===== config.mk =====
export PLATFORM = sky130hd
export DESIGN_NAME = het_queue
export DESIGN_NICKNAME = d
export VERILOG_FILES = /design/src/hdl/assert_macros.svh /design/src/hdl/het_pkg.sv /design/src/hdl/het_queue.sv
export SDC_FILE = /design/constraint.sdc
export NUM_CORES = 1
export LEC_CHECK = 0
export ABC_AREA = 0
export BUFFER_PORTS_ARGS = -buffer_cell sky130_fd_sc_hd__buf_2
export CAP_MARGIN = 10
export CORE_MARGIN = 1
export CORE_UTILIZATION = 61
export DETAILED_ROUTE_END_ITERATION = 8
export GPL_TIMING_DRIVEN = 0
export PLACE_DENSITY = 0.86
export SLEW_MARGIN = 15
export SYNTH_ARGS = -nofsm -noshare
export SYNTH_HDL_FRONTEND = slang
export SYNTH_SLANG_ARGS = --single-unit

===== constraint.sdc =====
create_clock -name clk -period 5.7 [get_ports clk]
set_input_delay 0.57 -clock clk [delete_from_list [all_inputs] [get_ports clk]]
set_output_delay 0.57 -clock clk [all_outputs]
set_load 0.005 [all_outputs]

===== src/hdl/assert_macros.svh =====
// Assertion macros shared by the hysteresis edge threshold RTL.
// Included by files that check their own logic; empty when SYNTHESIS is set.
`ifndef ASSERT_MACROS_SVH
`define ASSERT_MACROS_SVH

`ifndef SYNTHESIS

// Antecedent implies consequent in the same cycle.
`define HET_ASSERT_IMPL(lbl, clk_s, rst_s, ante, cons) \
    lbl: assert property (@(posedge clk_s) disable iff (!rst_s) (ante) |-> (cons)) \
        else $error("hysteresis edge threshold: implication check failed");

// Condition must never hold.
`define HET_ASSERT_NEVER(lbl, clk_s, rst_s, cond) \
    lbl: assert property (@(posedge clk_s) disable iff (!rst_s) !(cond)) \
        else $error("hysteresis edge threshold: forbidden condition seen");

`else

`define HET_ASSERT_IMPL(lbl, clk_s, rst_s, ante, cons)
`define HET_ASSERT_NEVER(lbl, clk_s, rst_s, cond)

`endif

`endif


===== src/hdl/het_pkg.sv =====
// Shared types and constants for the hysteresis edge threshold block.
// No dependencies; imported by every module of the block.
package het_pkg;

    // Largest supported row length and the derived widths.
    localparam int MAX_WIDTH  = 2048;
    localparam int COL_W      = $clog2(MAX_WIDTH);
    localparam int ROW_W      = 16;
    localparam int MAG_W      = 8;
    localparam int THR_W      = 8;
    localparam int FW_W       = 12;
    localparam int FH_W       = 16;
    localparam int CMP_W      = (COL_W + 1 > FW_W) ? COL_W + 1 : FW_W;
    localparam int MIN_DIM    = 3;

    // Configuration port.
    localparam int CFG_IDX_W  = 2;
    localparam int CFG_DATA_W = 16;

    typedef enum logic [CFG_IDX_W-1:0] {
        IDX_LOW_THR      = 2'd0,
        IDX_HIGH_THR     = 2'd1,
        IDX_FRAME_WIDTH  = 2'd2,
        IDX_FRAME_HEIGHT = 2'd3
    } cfg_index_t;

    localparam logic [THR_W-1:0] LOW_THR_RST      = 8'd50;
    localparam logic [THR_W-1:0] HIGH_THR_RST     = 8'd150;
    localparam logic [FW_W-1:0]  FRAME_WIDTH_RST  = 12'd640;
    localparam logic [FH_W-1:0]  FRAME_HEIGHT_RST = 16'd480;

    // Queue between front and back; depth must be a power of two.
    localparam int QUEUE_DEPTH = 4;
    localparam int QPTR_W      = $clog2(QUEUE_DEPTH);
    localparam int QCNT_W      = $clog2(QUEUE_DEPTH + 1);

    // Output stream packing: edge flag, column, row, zero filled to bytes.
    localparam int OUT_BITS   = 1 + COL_W + ROW_W;
    localparam int OUT_DATA_W = ((OUT_BITS + 7) / 8) * 8;

    // Current and previous rows of a 3x3 window; the oldest row is excluded.
    localparam logic [8:0] RING_MASK = 9'h0DB;

    // Active configuration, dimensions already clamped to legal range.
    typedef struct packed {
        logic [THR_W-1:0] low_thr;
        logic [THR_W-1:0] high_thr;
        logic [CMP_W-1:0] w_dim;
        logic [FH_W-1:0]  h_dim;
    } cfg_t;

    // One classified pixel handed from the front to the back.
    typedef struct packed {
        logic [COL_W-1:0] col;
        logic [ROW_W-1:0] row;
        logic             strong_bit;
        logic             weak_bit;
        logic             sp1;
        logic             sp2;
        logic             wp1;
        logic             row_end;
        logic             last_row;
    } item_t;

endpackage


===== src/hdl/het_queue.sv =====
// Short FIFO of classified pixels between the front and back ends.
// Depends on het_pkg for item_t and the queue depth.
module het_queue import het_pkg::*;
(
    input  logic              clk,
    input  logic              rst_n,
    input  logic              push,
    input  item_t             push_item,
    input  logic              pop,
    output item_t             head,
    output logic [QCNT_W-1:0] count
);

    item_t             slot_reg [QUEUE_DEPTH];
    logic [QPTR_W-1:0] wr_ptr_reg, rd_ptr_reg;
    logic [QCNT_W-1:0] count_reg;

    // Entry storage.
    always_ff @(posedge clk)
    begin
        if (push)
            slot_reg[wr_ptr_reg] <= push_item;
    end

    // Pointers and fill level.
    always_ff @(posedge clk or negedge rst_n)
    begin
        if (!rst_n)
        begin
            wr_ptr_reg <= '0;
            rd_ptr_reg <= '0;
            count_reg  <= '0;
        end
        else
        begin
            if (push)
                wr_ptr_reg <= wr_ptr_reg + QPTR_W'(1);
            if (pop)
                rd_ptr_reg <= rd_ptr_reg + QPTR_W'(1);
            if (push && !pop)
                count_reg <= count_reg + QCNT_W'(1);
            else if (pop && !push)
                count_reg <= count_reg - QCNT_W'(1);
        end
    end

    assign head  = slot_reg[rd_ptr_reg];
    assign count = count_reg;

endmodule


==> results of run 1 <==
synth_stat cells, drive strengths merged:
cell and count:
edfxtp 136, and2 4, inv 4, o21ai 1, buf 8, nand2 2, dfrtp 7, mux2 1
nor2 1, xnor2 2, mux4 34, ha 5, fa 1, xor2 4
critical path: cells and delay by family, from the launching register on:
family                 cells  cell delay [ns]
DFF                        1             0.34
muxes                      1             0.37
buffers and inverters      3             0.68
logic make-up (layout without fill, tap and decap cells):
family | Yosys count | after routing | synth area share
flip-flops | 143 | 143 | 0.797
multiplexers | 35 | 35 | 0.150
buffers and inverters | 12 | 123 | 0.0199
AND/OR/NAND/NOR | 7 | 7 | 0.00679
adder cells (fa/ha/maj) | 6 | 6 | 0.0155
XOR/XNOR | 6 | 6 | 0.00984
AO/OA/AOI/OAI | 1 | 1 | 0.000936
worst max-delay path by stage:
stage / startpoint / endpoint / cells past startpoint
after floorplan: wr_ptr_reg[0] / slot_reg[0][0] / 3
after global placement: push / slot_reg[0][3] / 2
after detailed placement: rd_ptr_reg[0] / head[32] / 4
after CTS: rd_ptr_reg[1] / head[27] / 4
after global routing: rd_ptr_reg[1] / head[14] / 4
final: rd_ptr_reg[1] / head[27] / 4
metrics by stage:
stage          area, um^2  hold WS [ns]
6_report             6530         0.262
3_3_place_gp         5840         0.405
5_1_grt              6530         0.245
4_1_cts              6530         0.246
3_5_place_dp         5940         0.411
2_1_floorplan        5340         0.274
per-layer routing:
layer / track usage / share of wire / vias up
met1: 0.290 / 0.41 / 1282
met2: 0.368 / 0.52 / 80
li1: - / - / 1087
met3: 0.0694 / 0.050 / 15
met5: 0 / 0 / -
met4: 0.0846 / 0.014 / 0
layout make-up:
type | instances | share of cell area
sequential | 143 | 0.652
multi-input combinational | 55 | 0.150
timing repair buffer | 79 | 0.0728
clock buffer | 17 | 0.0634
clock inverter | 15 | 0.0247
tap | 105 | 0.0201
buffer | 8 | 0.0140
inverter | 4 | 0.00230
report_power, final:
group	internal, mW	switching [mW]
Clock	0.628	0.429
Combinational	0.487	0.433
Sequential	1.38	0.0643
timing repair:
action                                 CTS  global route
endpoints found under the hold margin    7             0
hold buffers                             1             0
gates resized for setup                  0             0
==> impl_metrics.json, run 1 <==
{
  "status": "finished clean",
  "yosysUniqueCellTypes": 17,
  "drive_gt1_frac": 0.464,
  "skew_ns": 0.00505,
  "place_hpwl_um": 5370,
  "path_cells": "buf_2, buf_2, mux4_2, buf_2",
  "reg2reg_from": "wr_ptr_reg[0]",
  "wire_per_inst_um": 21.7,
  "grt_start_max_net_pins": 24,
  "min_to": "slot_reg[2][32]",
  "yosys_warnings": 0,
  "antenna_left": 0,
  "dp_cells": 393,
  "drt-vias-per-instance": 5.78,
  "antenna_found_initial": 0,
  "synth_seq_cells": 143,
  "clock_path_buffers": 2,
  "place.gp.congestion": 0.642,
  "cts_buffers": 17,
  "routed_wl_um": 9260,
  "track_usage": 0.226,
  "syn_area_um2": 5340,
  "totalPowerFinal_mw": 3.42,
  "required_ns": 5.13,
  "area_growth_pct": 22.2,
  "ios": 75,
  "synth_top_area_frac": 0.765,
  "grt_first_pass_wirelength_um": 13900,
  "maxCapViolations": 0,
  "min_period_ns": 2.48,
  "slowest_delay_ns": 0.37,
  "final.setup.tns_ns": 0,
  "p_leak_nw": 2.35,
  "nets": 352,
  "avgSynthCellArea_um2": 25.4,
  "synth_cells": 210,
  "final_cell_mix": "edfxtp_1 (136), buf_2 (78), mux4_2 (28), clkbuf_16 (16), dfrtp_1 (7)",
  "core_area_um2": 8340,
  "start_util": 0.640,
  "holdCritStartpoint": "push_item[32]",
  "vias": 2464,
  "critical_path_class": "register to output pin",
  "max-slew-margin-rel": 0.699,
  "clock-sinks": 143,
  "cts_tree": "done",
  "drc": 0,
  "die_h_um": 95.6,
  "multi_input_area_um2": 981,
  "synth.yosys.seq_area_share": 0.797,
  "worst_slew_pin_slew_ns": 0.451,
  "hold_depth": 1,
  "finalSetupViolCount": 0,
  "clk_latency_ns": 0.52,
  "slew_viol_final": 0,
  "regToRegSetupSlack_ns": 4.06,
  "fillers": 439,
  "dp_slack_ns": 3.77,
  "critPathLaunchType": "register",
  "fmax_mhz": 404,
  "rsz0062_at_grt": "no",
  "synth_largest_area_cell": "edfxtp_1",
  "dieArea_um2": 9130,
  "cp-end-kind": "output pin",
  "path_max_fanout": 10,
  "dr.pass1.iters": 5,
  "layout.cells.non_filler": 426,
  "num_rows": 33,
  "cts-root-buf": "clkbuf_8",
  "grt_remaining_overflow": 0,
  "critPathArrivalTime_ns": 1.91,
  "regArea_um2": 4260,
  "die_x_um": 95.6,
  "cts_max_level": 4,
  "antennaDiodeCount": 0,
  "slowest_stage": "mux4_2",
  "final_common_cell": "edfxtp_1",
  "hold_class": "input pin to register",
  "cts_setup_buffers": 0,
  "synth_area_leaders": "edfxtp_1 (76%), mux4_2 (12%), dfrtp_1 (3.3%)",
  "syn_nets": 254,
  "p_per_area_nw_per_um2": 524,
  "clk_pin_slew_worst_paths_ns": 0.06,
  "drtIter0Drc": 159,
  "crit_path_frequent_cell": "buf_2",
  "final_core_util": 0.783,
  "hold_viol_final": 0,
  "fin_crit_sh": 0.435,
  "largest_register_ffs": 136,
  "r2r_cells": 4,
  "setup_slack_ns": 3.22,
  "grt_pass1_vias": 2627,
  "ir_drop_mv": 0.367,
  "io_buffers": 74,
  "worstReg2RegEnd": "slot_reg[2][30]"
}
Power figures use the tool's default switching activity.
==> inputs of run 2 (changes only) <==
ABC_AREA = 1   (was 0)
CORE_UTILIZATION = 57   (was 61)
PLACE_DENSITY = 0.81   (was 0.86)
clock period = 2.5 ns   (was 5.7 ns; I/O delays follow)
==> impl_metrics.json, run 2 <==
{
  "nets": 619,
  "yosys_warnings": 0,
  "critPathArrivalTime_ns": 1.83,
  "antennaDiodeCount": 0,
  "die_h_um": 103,
  "slowest_delay_ns": 0.36,
  "synthMostInstantiatedCell": "edfxtp_1",
  "required_ns": 2.25,
  "critPathLaunchType": "register",
  "synth_seq_cells": 143,
  "grt_first_pass_wirelength_um": 19200,
  "wire_per_inst_um": 18.0,
  "hold_class": "input pin to async pin",
  "slowest_stage": "dfrtp_1",
  "final_cell_mix": "edfxtp_1 (136), nand2_1 (115), buf_2 (89), inv_1 (75), o211ai_1 (68)",
  "synth.yosys.seq_area_share": 0.739,
  "track_usage": 0.259,
  "place_hpwl_um": 7110,
  "cp-end-kind": "output pin",
  "p_per_area_nw_per_um2": 1180,
  "final_common_cell": "edfxtp_1",
  "min_period_ns": 2.08,
  "synth_largest_area_cell": "edfxtp_1",
  "clock-sinks": 143,
  "path_cells": "buf_2, inv_2, buf_4, o211ai_1, nand2_1, buf_2",
  "drive_gt1_frac": 0.230,
  "place.gp.congestion": 0.705,
  "fin_crit_sh": 0.833,
  "clock_path_buffers": 2,
  "dieArea_um2": 10500,
  "cts-root-buf": "clkbuf_8",
  "largest_register_ffs": 136,
  "path_buf_inv": 4,
  "max-slew-margin-rel": 0.641,
  "rsz0062_at_grt": "no",
  "synthTopCellsByCount": "edfxtp_1 (136), nand2_1 (115), inv_1 (79)",
  "whs_ns": 0.0914,
  "antenna_left": 0,
  "synth_area_leaders": "edfxtp_1 (71%), o211ai_1 (8.9%), nand2_1 (7.5%)",
  "routed_wl_um": 13000,
  "syn_area_um2": 5760,
  "clk_pin_slew_worst_paths_ns": 0.07,
  "antenna_found_initial": 0,
  "synth_cells": 442,
  "cts_tree": "done",
  "skew_ns": 0.0105,
  "crit_path_frequent_cell": "buf_2",
  "ios": 75,
  "start_util": 0.590,
  "syn_nets": 486,
  "finalSetupViolCount": 0,
  "num_rows": 36,
  "status": "finished clean",
  "maxCapViolations": 0,
  "critPathTopFamily": "buffers and inverters",
  "yosysUniqueCellTypes": 16,
  "slew_viol_final": 0,
  "synth_edf_count": 136,
  "drtIter0Drc": 199,
  "p_leak_nw": 3.07,
  "worst_slew_pin_slew_ns": 0.538,
  "core_area_um2": 9770,
  "ir_drop_mv": 0.718,
  "drt-vias-per-instance": 5.33,
  "grt_start_max_net_pins": 30,
  "grt_pass1_vias": 3962,
  "area_growth_pct": 27.7,
  "synth_top_area_frac": 0.709,
  "die_x_um": 103,
  "drc": 0,
  "design_area_um2": 7360,
  "vias": 3840,
  "cts_max_level": 4,
  "hold_viol_final": 0,
  "io_buffers": 74,
  "cts_buffers": 17,
  "fmax_mhz": 480,
  "placed_area_um2": 6400,
  "critical_path_class": "register to output pin",
  "cts_setup_buffers": 0,
  "final.setup.tns_ns": 0,
  "synth_flop_cell": "edfxtp_1",
  "avgSynthCellArea_um2": 13.0,
  "synthArstFlopShare": 0.0490,
  "grt_remaining_overflow": 0,
  "clk_latency_ns": 0.52,
  "path_max_fanout": 10,
  "dr.pass1.iters": 5
}
[run 2: cell count changes after synthesis, moves of 2 or more]
cell and change:
nand2_1 +113, inv_1 +75, o211ai_1 +68, mux4_2 -28
buf_2 +11, buf_4 +6, mux4_1 -6, and2_1 -4
buf_12 -3, clkbuf_1 +2
[run 2: stage by stage]
| stage | setup WS [ns] | power (mW) | utilization | instances |
|---|---|---|---|---|
| floorplan | 0.767 | 4.89 | - | 442 |
| global placement | 0.304 | 5.86 | 0.645 | 649 |
| detailed placement | 0.830 | 6.08 | 0.655 | 653 |
| CTS | 0.387 | 8.62 | 0.753 | 721 |
| global route | 0.324 | 9.07 | 0.753 | 721 |
| finish | 0.418 | 8.65 | 0.753 | 721 |
[run 2: logic make-up (layout without fill, tap and decap cells)]
family	after synthesis	after routing	synth area share
and+or+nand+nor	117	117	0.0769
DFF	143	143	0.739
buffers and inverters	103	249	0.0742
adders and majority gates	6	6	0.0143
AOI/OAI and AO/OA	69	69	0.0894
xor gates and xnor gates	4	4	0.00608
[run 2: worst register-to-register path, stage by stage (launching register included)]
cell,delay [ns]
dfrtp_1,0.43
inv_1,0.10
ha_1,0.16
nand2_1,0.07
inv_2,0.39
buf_16,0.23
[run 2: final timing paths]
check / slack (ns) / end / from / depth (start not counted)
min: 0.09 / count[0] / rst_n / 2
max reg2reg: 0.82 / slot_reg[2][7] / wr_ptr_reg[0] / 5
min in group clk: 0.12 / count[0] / push / 3
max in group asynchronous: 2.24 / count[2] / rst_n / 2
min reg2reg: 0.50 / count[2] / count[2] / 2
max: 0.42 / head[15] / rd_ptr_reg[1] / 6
[run 2: final cells by class]
type | instances | area [um^2]
plain buffers | 23 | 128
multi-input cells | 196 | 1080
repair buffers | 114 | 833
flip-flops and latches | 143 | 4260
well taps | 133 | 166
clock inverters | 15 | 180
fillers | 571 | 2420
clock buffers | 17 | 414
inverters | 80 | 300
[run 2: power by group]
| group | internal [mW] | switching [mW] |
|---|---|---|
| registers | 3.14 | 0.154 |
| logic | 1.08 | 1.77 |
| clock network | 1.46 | 1.05 |
| total | 5.68 | 2.97 |
[run 2: repair_timing]
item,4_1_cts,5_1_grt
hold endpoints to repair,144,0
hold buffers,36,0
resized for setup,0,0
[run 2: per-layer routing]
layer  global-route usage  wire length (um)
met3               0.0644               766
met5                    0                 0
met2                0.451              6830
met1                0.291              4930
met4                0.146               427
