**src/hdl/assert_macros.svh**
```systemverilog
// Assertion macros shared by the hysteresis edge threshold RTL.
// Included by files that check their own logic; empty when SYNTHESIS is set.
`ifndef ASSERT_MACROS_SVH
`define ASSERT_MACROS_SVH

`ifndef SYNTHESIS

// Antecedent implies consequent in the same cycle.
`define HET_ASSERT_IMPL(lbl, clk_s, rst_s, ante, cons) \
    lbl: assert property (@(posedge clk_s) disable iff (!rst_s) (ante) |-> (cons)) \
        else $error("hysteresis edge threshold: implication check failed");

// Condition must never hold.
`define HET_ASSERT_NEVER(lbl, clk_s, rst_s, cond) \
    lbl: assert property (@(posedge clk_s) disable iff (!rst_s) !(cond)) \
        else $error("hysteresis edge threshold: forbidden condition seen");

`else

`define HET_ASSERT_IMPL(lbl, clk_s, rst_s, ante, cons)
`define HET_ASSERT_NEVER(lbl, clk_s, rst_s, cond)

`endif

`endif

```
**src/hdl/het_pkg.sv**
```systemverilog
// Shared types and constants for the hysteresis edge threshold block.
// No dependencies; imported by every module of the block.
package het_pkg;

    // Largest supported row length and the derived widths.
    localparam int MAX_WIDTH  = 2048;
    localparam int COL_W      = $clog2(MAX_WIDTH);
    localparam int ROW_W      = 16;
    localparam int MAG_W      = 8;
    localparam int THR_W      = 8;
    localparam int FW_W       = 12;
    localparam int FH_W       = 16;
    localparam int CMP_W      = (COL_W + 1 > FW_W) ? COL_W + 1 : FW_W;
    localparam int MIN_DIM    = 3;

    // Configuration port.
    localparam int CFG_IDX_W  = 2;
    localparam int CFG_DATA_W = 16;

    typedef enum logic [CFG_IDX_W-1:0] {
        IDX_LOW_THR      = 2'd0,
        IDX_HIGH_THR     = 2'd1,
        IDX_FRAME_WIDTH  = 2'd2,
        IDX_FRAME_HEIGHT = 2'd3
    } cfg_index_t;

    localparam logic [THR_W-1:0] LOW_THR_RST      = 8'd50;
    localparam logic [THR_W-1:0] HIGH_THR_RST     = 8'd150;
    localparam logic [FW_W-1:0]  FRAME_WIDTH_RST  = 12'd640;
    localparam logic [FH_W-1:0]  FRAME_HEIGHT_RST = 16'd480;

    // Queue between front and back; depth must be a power of two.
    localparam int QUEUE_DEPTH = 4;
    localparam int QPTR_W      = $clog2(QUEUE_DEPTH);
    localparam int QCNT_W      = $clog2(QUEUE_DEPTH + 1);

    // Output stream packing: edge flag, column, row, zero filled to bytes.
    localparam int OUT_BITS   = 1 + COL_W + ROW_W;
    localparam int OUT_DATA_W = ((OUT_BITS + 7) / 8) * 8;

    // Current and previous rows of a 3x3 window; the oldest row is excluded.
    localparam logic [8:0] RING_MASK = 9'h0DB;

    // Active configuration, dimensions already clamped to legal range.
    typedef struct packed {
        logic [THR_W-1:0] low_thr;
        logic [THR_W-1:0] high_thr;
        logic [CMP_W-1:0] w_dim;
        logic [FH_W-1:0]  h_dim;
    } cfg_t;

    // One classified pixel handed from the front to the back.
    typedef struct packed {
        logic [COL_W-1:0] col;
        logic [ROW_W-1:0] row;
        logic             strong_bit;
        logic             weak_bit;
        logic             sp1;
        logic             sp2;
        logic             wp1;
        logic             row_end;
        logic             last_row;
    } item_t;

endpackage

```
**src/hdl/het_cfg.sv**
```systemverilog
// Configuration register file of the hysteresis edge threshold block.
// Depends on het_pkg for index codes, reset values and the cfg_t struct.
module het_cfg import het_pkg::*;
(
    input  logic                  clk,
    input  logic                  rst_n,
    input  logic                  cfg_valid,
    output logic                  cfg_ready,
    input  logic [CFG_IDX_W-1:0]  cfg_index,
    input  logic [CFG_DATA_W-1:0] cfg_data,
    output cfg_t                  cfg
);

    logic [THR_W-1:0] low_reg,    low_next;
    logic [THR_W-1:0] high_reg,   high_next;
    logic [FW_W-1:0]  fwidth_reg, fwidth_next;
    logic [FH_W-1:0]  fheight_reg, fheight_next;
    logic [CMP_W-1:0] w_raw;

    assign cfg_ready = 1'b1;

    // Register write decode.
    always_comb
    begin
        low_next     = low_reg;
        high_next    = high_reg;
        fwidth_next  = fwidth_reg;
        fheight_next = fheight_reg;
        if (cfg_valid)
        begin
            case (cfg_index_t'(cfg_index))
                IDX_LOW_THR:      low_next     = cfg_data[THR_W-1:0];
                IDX_HIGH_THR:     high_next    = cfg_data[THR_W-1:0];
                IDX_FRAME_WIDTH:  fwidth_next  = cfg_data[FW_W-1:0];
                IDX_FRAME_HEIGHT: fheight_next = cfg_data[FH_W-1:0];
                default:          low_next     = low_reg;
            endcase
        end
    end

    always_ff @(posedge clk or negedge rst_n)
    begin
        if (!rst_n)
        begin
            low_reg     <= LOW_THR_RST;
            high_reg    <= HIGH_THR_RST;
            fwidth_reg  <= FRAME_WIDTH_RST;
            fheight_reg <= FRAME_HEIGHT_RST;
        end
        else
        begin
            low_reg     <= low_next;
            high_reg    <= high_next;
            fwidth_reg  <= fwidth_next;
            fheight_reg <= fheight_next;
        end
    end

    // Clamp the frame dimensions to the supported range.
    assign w_raw = CMP_W'(fwidth_reg);

    always_comb
    begin
        cfg.low_thr  = low_reg;
        cfg.high_thr = high_reg;
        if (w_raw < CMP_W'(MIN_DIM))
            cfg.w_dim = CMP_W'(MIN_DIM);
        else if (w_raw > CMP_W'(MAX_WIDTH))
            cfg.w_dim = CMP_W'(MAX_WIDTH);
        else
            cfg.w_dim = w_raw;
        if (fheight_reg < FH_W'(MIN_DIM))
            cfg.h_dim = FH_W'(MIN_DIM);
        else
            cfg.h_dim = fheight_reg;
    end

endmodule

```
**config.mk**
```make
export PLATFORM = sky130hd
export DESIGN_NAME = het_cfg
export DESIGN_NICKNAME = d
export VERILOG_FILES = /design/src/hdl/assert_macros.svh /design/src/hdl/het_pkg.sv /design/src/hdl/het_cfg.sv
export SDC_FILE = /design/constraint.sdc
export NUM_CORES = 1
export LEC_CHECK = 0
export ABC_AREA = 1
export BUFFER_PORTS_ARGS = -buffer_cell sky130_fd_sc_hd__buf_4
export CAP_MARGIN = 20
export CORE_UTILIZATION = 50
export CTS_CLUSTER_SIZE = 24
export DETAILED_ROUTE_END_ITERATION = 7
export HOLD_SLACK_MARGIN = 0.08
export PLACE_DENSITY_LB_ADDON = 0.15
export SETUP_SLACK_MARGIN = 0.15
export SYNTH_ARGS = -nofsm -noshare
export SYNTH_HDL_FRONTEND = slang
export SYNTH_SLANG_ARGS = --single-unit
```
**constraint.sdc**
```tcl
create_clock -name clk -period 1.4 [get_ports clk]
set_clock_uncertainty 0.15 [all_clocks]
set_input_delay 0.14 -clock clk [delete_from_list [all_inputs] [get_ports clk]]
set_output_delay 0.14 -clock clk [all_outputs]
set_load 0.02 [all_outputs]
```
==> results of run 1 <==
==> power breakdown <==
part / internal (W) / switching (W) / total, W
registers: 0.00152 / 0.000145 / 0.00166
clock network: 0.000529 / 0.000416 / 0.000946
logic: 0.000852 / 0.000823 / 0.00168
==> layout by cell type (no fill, tap or decap), types with 2 or more instances in the layout <==
master,count
inv_2,2
nor2_4,2
nand2_1,60
dfrtp_1,30
o21ai_0,32
dfstp_2,13
dlygate4sd3_1,17
buf_6,48
o21ai_2,10
nand3_1,2
nor2_1,11
a21oi_4,7
nor2_2,7
clkbuf_8,5
buf_4,50
buf_12,2
inv_1,30
o21ai_1,3
==> worst paths after layout <==
check | from | end | slack, ns | cells after the start
worst min-delay path | cfg_index[1] | high_reg[2] | 0.15 | 5
worst max-delay path | fwidth_reg[3] | cfg[24] | -0.39 | 6
min in group asynchronous | rst_n | high_reg[6] | 0.21 | 2
worst max register to register | fheight_reg[8] | fheight_reg[8] | 0.20 | 4
max in group asynchronous | rst_n | fwidth_reg[11] | 0.50 | 2
worst min register to register | fwidth_reg[9] | fwidth_reg[9] | 0.33 | 2
==> tightest hold or removal path, stage by stage <==
cell,delay [ns]
buf_4,0.09
inv_1,0.04
nand3_1,0.06
buf_4,0.18
o21ai_0,0.09
==> what timing repair did <==
item                       4_1_cts  5_1_grt
gates resized for setup         40       24
setup buffers                   14        7
hold buffers                    17        0
setup endpoints to repair       25       32
pin swaps                       13        9
hold endpoints to repair        79        0
==> layout make-up <==
cell class,instances,area share (%)
timing repair buffer,117,34.3
sequential,44,34.1
multi-input combinational,138,22.8
inverter,32,3.66
clock buffer,6,2.21
tap,48,1.83
clock inverter,2,1.07
==> metal layers <==
metal / part of all wire (%) / up-vias / global-route usage [%] / routed length (µm)
met5: 0 / - / 0 / 0
met4: 1.6 / 0 / 8.15 / 87
met3: 4.5 / 10 / 5.99 / 238
met2: 54 / 62 / 45.1 / 2840
met1: 40 / 881 / 32.8 / 2140
li1: - / 918 / - / -
==> kinds of logic (layout without fill, tap and decap cells) <==
kind of cell | after synthesis | after routing
other | 1 | 1
buffers and inverters | 56 | 157
AOI/OAI and AO/OA | 52 | 52
DFF | 44 | 44
and+or+nand+nor | 85 | 85
==> stage by stage <==
step,setup slack (ns),setup TNS [ns]
finish,-0.385,-3.50
CTS,-0.404,-3.63
floorplan,0.00523,0
global route,-0.445,-4.39
global placement,-0.0528,-0.232
detailed placement,-0.144,-0.789
==> flow_summary_export.csv, run 1 <==
group,metric,value,unit
outcome,status,"finished, violations left",
outcome,violations,"negative setup slack",
detailed_routing,dr.pass1.iters,5,
floorplanning,fp.coreArea,0.00374,mm²
clocking,cts-htree-levels,2,
worst_setup_path,critical_path_class,"flip-flop to output port",
worst_setup_path,cp_slowest_stage_delay,0.39,ns
worst_setup_path,worstSetupEndpointType,"output port",
detailed_routing,ant_nets,0,
worst_setup_path,arrival,1.50,ns
worst_setup_path,cp_top_family,"simple AND/OR/NAND/NOR gates",
synthesis,synth_compound_area_share,15.0,%
cells_and_area,multiInputGateArea,747,µm²
cells_and_area,n_antenna_cell,0,
detailed_routing,initialDrtViolationCount,80,
placement,gp_congestion,0.806,
global_routing,grt_max_degree,45,
synthesis,synth_warnings,0,
run,maxCapViolCount,0,
global_routing,grt-ovfl-total,0,
sta,period_needed,1.79,ns
cells_and_area,fin_nets,359,
detailed_routing,wl,5310,µm
synthesis,synth_top_family_by_area,"simple AND/OR/NAND/NOR gates",
cells_and_area,layout-drive-gt1-share,44.2,%
clocking,clock_latency,0.29,ns
power,p_leak,1.67,nW
worst_setup_path,cp_max_fo,7,
min_path,hold_class,"primary input to flip-flop",
synthesis,yosys.area_share.xor_xnor,0,%
synthesis,ys.flop_type,"dfrtp_1",
placement,placed_cells,341,
cells_and_area,largest_register_ff_count,16,
synthesis,post-synth-top-count-cell,"nand2_1",
floorplanning,ios,66,
synthesis,netlist_instances,238,
synthesis,synth.area.top_cells,"dfrtp_1, dfstp_2, nand2_1, o21ai_0, inv_1",
detailed_routing,vias,1871,
clocking,clockBufferDepth,2,
power,ir_drop,0.824,mV
clocking,cts-root-buf,"clkbuf_8",
floorplanning,start_util,53.0,%
synthesis,synthArstFlopShare,100,%
cells_and_area,fin_area,0.00328,mm²
placement,place_area,0.00262,mm²
synthesis,synthMuxAreaShare,0,%
global_routing,grt_pass1_vias,1777,
synthesis,yosys-top-cells-count,"nand2_1, o21ai_0, inv_1, dfrtp_1, nor2_1",
sta,rsz0062_at_grt,"true",
power,power-per-cell-area,1310,mW/mm²
worst_setup_path,path_buf_inv,1,
worst_setup_path,startpoint_type,"flip-flop",
sta,finalCritPeriodShare,128,%
floorplanning,die_x,65.0,µm
cells_and_area,seqCellArea,0.00112,mm²
worst_setup_path,worstPathRequired,1.11,ns
synthesis,synth_edf_count,0,
synthesis,synth_seq_area_share,56.3,%
synthesis,synth_simple_gate_area_share,16.4,%
detailed_routing,routed_via_density,4.83,
synthesis,synth-seq-cells,44,
cells_and_area,fillers,203,
floorplanning,dieArea,0.00423,mm²
floorplanning,die_h,65.0,µm
power,power,0.00429,W
synthesis,synth.avg_cell_area,8.34,µm²
sta,tightest_slew,0.530,ns
sta,finalSetupViolations,14,
synthesis,synth_fa_ha_area_share,0,%
global_routing,grt_util_all_layers,26.2,%
worst_setup_path,crit_chain,"nor2_1, nand2_1, nor2_2, nand2_4, a21oi_4, buf_6",
clocking,cts_inserted_buffers,5,
clocking,cts.sinks,44,
sta,finalHoldViolations,0,
synthesis,ys_types,18,
synthesis,synth.net_count,259,
synthesis,netlist_area,0.00199,mm²
sta,drv_slew,0,
synthesis,yosys.area.top_type,"dfrtp_1",
global_routing,grt_pass1_wl,8150,µm
worst_setup_path,critPathSlowestCell,"dfrtp_1",
placement,portBuffers,64,
floorplanning,rows,22,
global_routing,antenna_found_initial,0,
clocking,clk_pin_slew_worst_paths,0.08,ns
cells_and_area,syn_to_final_growth,65.2,%
synthesis,synth_top_area_share,39.1,%
sta,hold_ws,0.153,ns
cells_and_area,final_util,87.6,%
placement,dpl.hpwl,3010,µm
cells_and_area,final_cells,387,
detailed_routing,drc,0,
clocking,cts_tree,"yes",
sta,relSlewSlack,64.7,%
sta,clock.fmax,0.560,GHz
detailed_routing,wl_per_cell,13.7,µm
sta,finalWorstSetupSlack,-0.385,ns
Note: power is estimated with default switching activity, not from simulation.
==> run 2: changes to the inputs <==
CORE_UTILIZATION = 45   (was 50)
==> flow_summary_export.csv, run 2 (synthesized netlist as in run 1, its figures left out) <==
group,metric,value,unit
worst_setup_path,cp_slowest_stage_delay,0.38,ns
sta,drv_slew,0,
sta,rsz0062_at_grt,"true",
cells_and_area,largest_register_ff_count,16,
power,ir_drop,0.823,mV
clocking,cts-htree-levels,2,
placement,dpl.hpwl,3280,µm
floorplanning,dieArea,0.00468,mm²
clocking,cts-root-buf,"clkbuf_8",
worst_setup_path,worstPathRequired,1.11,ns
worst_setup_path,critical_path_class,"flip-flop to output port",
clocking,cts.sinks,44,
sta,finalHoldViolations,0,
clocking,cts_tree,"yes",
placement,gp_congestion,0.723,
detailed_routing,routed_via_density,4.73,
global_routing,grt_max_degree,45,
min_path,whs_path_depth,4,
floorplanning,ios,66,
run,maxCapViolCount,0,
detailed_routing,ant_nets,0,
worst_setup_path,arrival,1.48,ns
placement,portBuffers,64,
worst_setup_path,crit_chain,"or2_1, nor2_2, nand2_4, a21oi_4, buf_6",
worst_setup_path,reg2reg_slack,0.32,ns
cells_and_area,fillers,315,
worst_setup_path,path_buf_inv,1,
outcome,violations,"negative setup slack",
cells_and_area,final_cells,377,
cells_and_area,syn_to_final_growth,56.1,%
sta,clock.fmax,0.564,GHz
worst_setup_path,cp_max_fo,7,
detailed_routing,initialDrtViolationCount,96,
clocking,clock_latency,0.29,ns
power,power-per-cell-area,1280,mW/mm²
global_routing,antenna_found_initial,0,
sta,finalWorstSetupSlack,-0.373,ns
sta,tightest_slew,0.540,ns
power,p_leak,1.58,nW
global_routing,grt_pass1_vias,1567,
global_routing,grt-ovfl-total,0,
clocking,cts_inserted_buffers,5,
detailed_routing,wl_per_cell,13.0,µm
detailed_routing,vias,1782,
cells_and_area,final_cell_mix,"nand2_1, buf_4, o21ai_0",
min_path,holdPathEnd,"high_reg[1]",
worst_setup_path,timing.rr.start,"fheight_reg[7]",
cells_and_area,n_antenna_cell,0,
placement,placed_cells,343,
cells_and_area,layout-drive-gt1-share,41.6,%
cells_and_area,final_common_cell,"nand2_1",
floorplanning,die_x,68.4,µm
outcome,status,"finished, violations left",
sta,finalCritPeriodShare,127,%
cells_and_area,final_util,75.3,%
worst_setup_path,r2r-end,"fheight_reg[7]",
floorplanning,rows,23,
floorplanning,fp.coreArea,0.00412,mm²
placement,pre_cts_ws,-0.0804,ns
sta,finalSetupViolations,14,
worst_setup_path,critPathSlowestCell,"dfrtp_1",
worst_setup_path,worstSetupEndpointType,"output port",
worst_setup_path,cp_top_family,"simple AND/OR/NAND/NOR gates",
global_routing,grt_pass1_wl,7340,µm
clocking,clk_pin_slew_worst_paths,0.08,ns
clocking,clockBufferDepth,2,
worst_setup_path,startpoint_type,"flip-flop",
global_routing,grt_util_all_layers,22.5,%
sta,period_needed,1.77,ns
sta,tns,-3.52,ns
worst_setup_path,reg2regPathDepth,4,
detailed_routing,drc,0,
floorplanning,start_util,48.3,%
sta,relSlewSlack,64.0,%
detailed_routing,dr.pass1.iters,4,
min_path,hp-start,"cfg_index[0]",
detailed_routing,wl,4890,µm
floorplanning,die_h,68.4,µm
cells_and_area,fin_nets,347,
min_path,hold_class,"primary input to flip-flop",
run 2: timing repair:
item                                   in CTS  in global routing
setup endpoints to repair                  24                 26
pin swaps                                   2                  7
endpoints found under the hold margin      77                  0
gates resized for setup                    31                  8
hold buffers                               17                  0
setup buffers                               6                  3
run 2: worst register-to-register path: cells and delay by family, from the launching register on:
kind | cells | cell delay (ns)
buffers and inverters | 2 | 0.18
AO/OA/AOI/OAI | 1 | 0.08
AND/OR/NAND/NOR | 1 | 0.04
flip-flops | 1 | 0.56
run 2: final cells by class:
| cell class | instances | area [µm²] | share of cell area (%) |
|---|---|---|---|
| Clock buffer | 6 | 82.6 | 2.66 |
| Multi-Input combinational cell | 138 | 734 | 23.7 |
| Tap cell | 50 | 62.6 | 2.02 |
| Sequential cell | 44 | 1120 | 36.1 |
| Inverter | 32 | 120 | 3.87 |
| Clock inverter | 2 | 10.0 | 0.323 |
| Timing Repair Buffer | 105 | 972 | 31.4 |
run 2: worst max path at each step:
stage,to,start,depth (start not counted)
5_1_grt,cfg[23],fwidth_reg[5],6
2_1_floorplan,cfg[18],fwidth_reg[10],4
3_5_place_dp,cfg[23],fwidth_reg[10],5
4_1_cts,cfg[18],fwidth_reg[10],5
3_3_place_gp,cfg[18],fwidth_reg[10],5
6_report,cfg[23],fwidth_reg[10],5
run 2: power breakdown:
group	internal, W	leakage [nW]	total [W]	switching, W
sequential	0.00152	0.522	0.00166	0.000144
combinational	0.000732	1.01	0.00149	0.000759
clock	0.000394	0.0510	0.000809	0.000415
total	0.00265	1.58	0.00396	0.00132
run 2: stage by stage:
step	hold slack, ns	power, W	instance area [µm²]
after floorplan	-0.306	0.00239	2080
after global placement	0.0100	0.00290	2640
after detailed placement	0.0115	0.00294	2640
after CTS	0.158	0.00393	3050
after global routing	0.187	0.00418	3100
final	0.168	0.00396	3100
run 2: per-layer routing:
metal	routed length [µm]	track usage (%)	up-vias
li1	-	-	898
met4	55	7.03	0
met3	287	6.00	5
met1	2060	27.3	823
met5	0	0	-
met2	2490	38.5	56
==> run 3: changes to the inputs <==
RECOVER_POWER = 100   (was default)
==> flow_summary_export.csv, run 3 (synthesized netlist as in run 1, its figures left out) <==
group,metric,value,unit
outcome,status,"finished, violations left",
outcome,violations,"negative setup slack",
cells_and_area,n_antenna_cell,0,
power,ir_drop,0.812,mV
sta,relSlewSlack,61.4,%
global_routing,grt-ovfl-total,0,
global_routing,antenna_found_initial,0,
global_routing,grt_util_all_layers,22.5,%
sta,finalSetupViolations,14,
cells_and_area,final_cells,377,
min_path,hold_class,"primary input to flip-flop",
global_routing,grt_pass1_vias,1567,
worst_setup_path,cp_top_family,"simple AND/OR/NAND/NOR gates",
detailed_routing,initialDrtViolationCount,80,
detailed_routing,routed_via_density,4.73,
cells_and_area,largest_register_ff_count,16,
clocking,cts_inserted_buffers,5,
clocking,clockBufferDepth,2,
power,p_leak,1.49,nW
cells_and_area,final_cell_mix,"nand2_1, o21ai_0, dfrtp_1",
placement,gp_congestion,0.723,
sta,finalCritPeriodShare,127,%
clocking,clock_latency,0.29,ns
worst_setup_path,reg2regPathDepth,4,
global_routing,grt_max_degree,45,
worst_setup_path,path_buf_inv,1,
sta,period_needed,1.77,ns
clocking,clk_pin_slew_worst_paths,0.08,ns
sta,hold_ws,0.171,ns
placement,placed_cells,343,
cells_and_area,fillers,349,
placement,dpl.hpwl,3280,µm
cells_and_area,syn_to_final_growth,50.5,%
sta,rsz0062_at_grt,"true",
cells_and_area,fin_nets,347,
cells_and_area,final_common_cell,"nand2_1",
sta,tns,-3.60,ns
clocking,cts-root-buf,"clkbuf_8",
floorplanning,die_h,68.4,µm
clocking,cts_tree,"yes",
power,power,0.00383,W
floorplanning,rows,23,
worst_setup_path,startpoint_type,"flip-flop",
worst_setup_path,worstPathRequired,1.11,ns
worst_setup_path,cp_max_fo,7,
worst_setup_path,worstSetupEndpointType,"output port",
placement,pre_cts_ws,-0.0804,ns
min_path,whs_path_depth,4,
worst_setup_path,cp_slowest_stage_delay,0.38,ns
placement,portBuffers,64,
floorplanning,ios,66,
detailed_routing,ant_nets,0,
cells_and_area,layout-drive-gt1-share,30.9,%
global_routing,grt_pass1_wl,7340,µm
worst_setup_path,critical_path_class,"flip-flop to output port",
worst_setup_path,arrival,1.48,ns
worst_setup_path,cp.depth,6,
sta,finalWorstSetupSlack,-0.372,ns
sta,drv_slew,0,
clocking,cts-htree-levels,2,
worst_setup_path,critPathSlowestCell,"dfrtp_1",
power,power-per-cell-area,1280,mW/mm²
run,maxCapViolCount,0,
floorplanning,fp.coreArea,0.00412,mm²
sta,finalHoldViolations,0,
detailed_routing,dr.pass1.iters,4,
detailed_routing,wl,4860,µm
floorplanning,die_x,68.4,µm
worst_setup_path,crit_chain,"nor2_1, nand2_1, nor2_2, nand2_4, a21oi_4, buf_6",
clocking,cts.sinks,44,
sta,tightest_slew,0.579,ns
floorplanning,dieArea,0.00468,mm²
detailed_routing,drc,0,
sta,clock.fmax,0.564,GHz
detailed_routing,wl_per_cell,12.9,µm
floorplanning,start_util,48.3,%
detailed_routing,vias,1783,
## run 3: cell count changes in the layout (fill, tap and decap cells not counted), sizes merged
cell    before  now
buf         88   51
clkbuf       6   43
## run 3: metal layers
metal	vias up	wire, µm	track usage (%)
met2	56	2460	38.5
met5	-	0	0
met1	826	2080	27.3
met3	5	267	6.00
met4	0	55	7.03
li1	896	-	-
## run 3: repair_timing
action,CTS,global route
hold buffers,17,0
endpoints found under the hold margin,77,0
setup endpoints to repair,24,26
resized for setup,31,8
setup buffers,6,3
pin swaps,2,7
## run 3: path summary, 6_finish.rpt
path / from / endpoint / slack (ns)
max in group asynchronous: rst_n / fwidth_reg[0] / 0.45
worst min register to register: fwidth_reg[8] / fwidth_reg[8] / 0.34
worst max-delay path: fwidth_reg[5] / cfg[23] / -0.37
min in group asynchronous: rst_n / fheight_reg[13] / 0.26
worst max register to register: fheight_reg[7] / fheight_reg[7] / 0.29
worst min-delay path: cfg_index[0] / high_reg[2] / 0.17
## run 3: where the power goes
group | total [W] | switching (W) | internal, W
Combinational | 0.00138 | 0.000744 | 0.000637
Sequential | 0.00165 | 0.000139 | 0.00151
Clock | 0.000807 | 0.000413 | 0.000394
Total | 0.00383 | 0.00130 | 0.00254
## run 3: worst reg2reg max path, delay by kind of cell, from the launching register on
family,cells,cell delay (ns)
buf+inv,2,0.19
simple gates,1,0.04
compound gates,1,0.08
flops,1,0.57
## run 3: metrics by stage
step	area (µm²)	utilization, %
after floorplan	2080	-
after global placement	2640	64.1
after CTS	3050	74.2
final	2990	72.6
after detailed placement	2640	64.1
after global routing	2990	72.6
## run 3: cell type report
| cell class | instances | area [µm²] | area share (%) |
|---|---|---|---|
| clock buffers | 6 | 82.6 | 2.76 |
| clock inverters | 2 | 10.0 | 0.335 |
| inverters | 32 | 120 | 4.02 |
| multi-input cells | 138 | 704 | 23.6 |
| flip-flops and latches | 44 | 1120 | 37.4 |
| well taps | 50 | 62.6 | 2.09 |
| repair buffers | 105 | 891 | 29.8 |
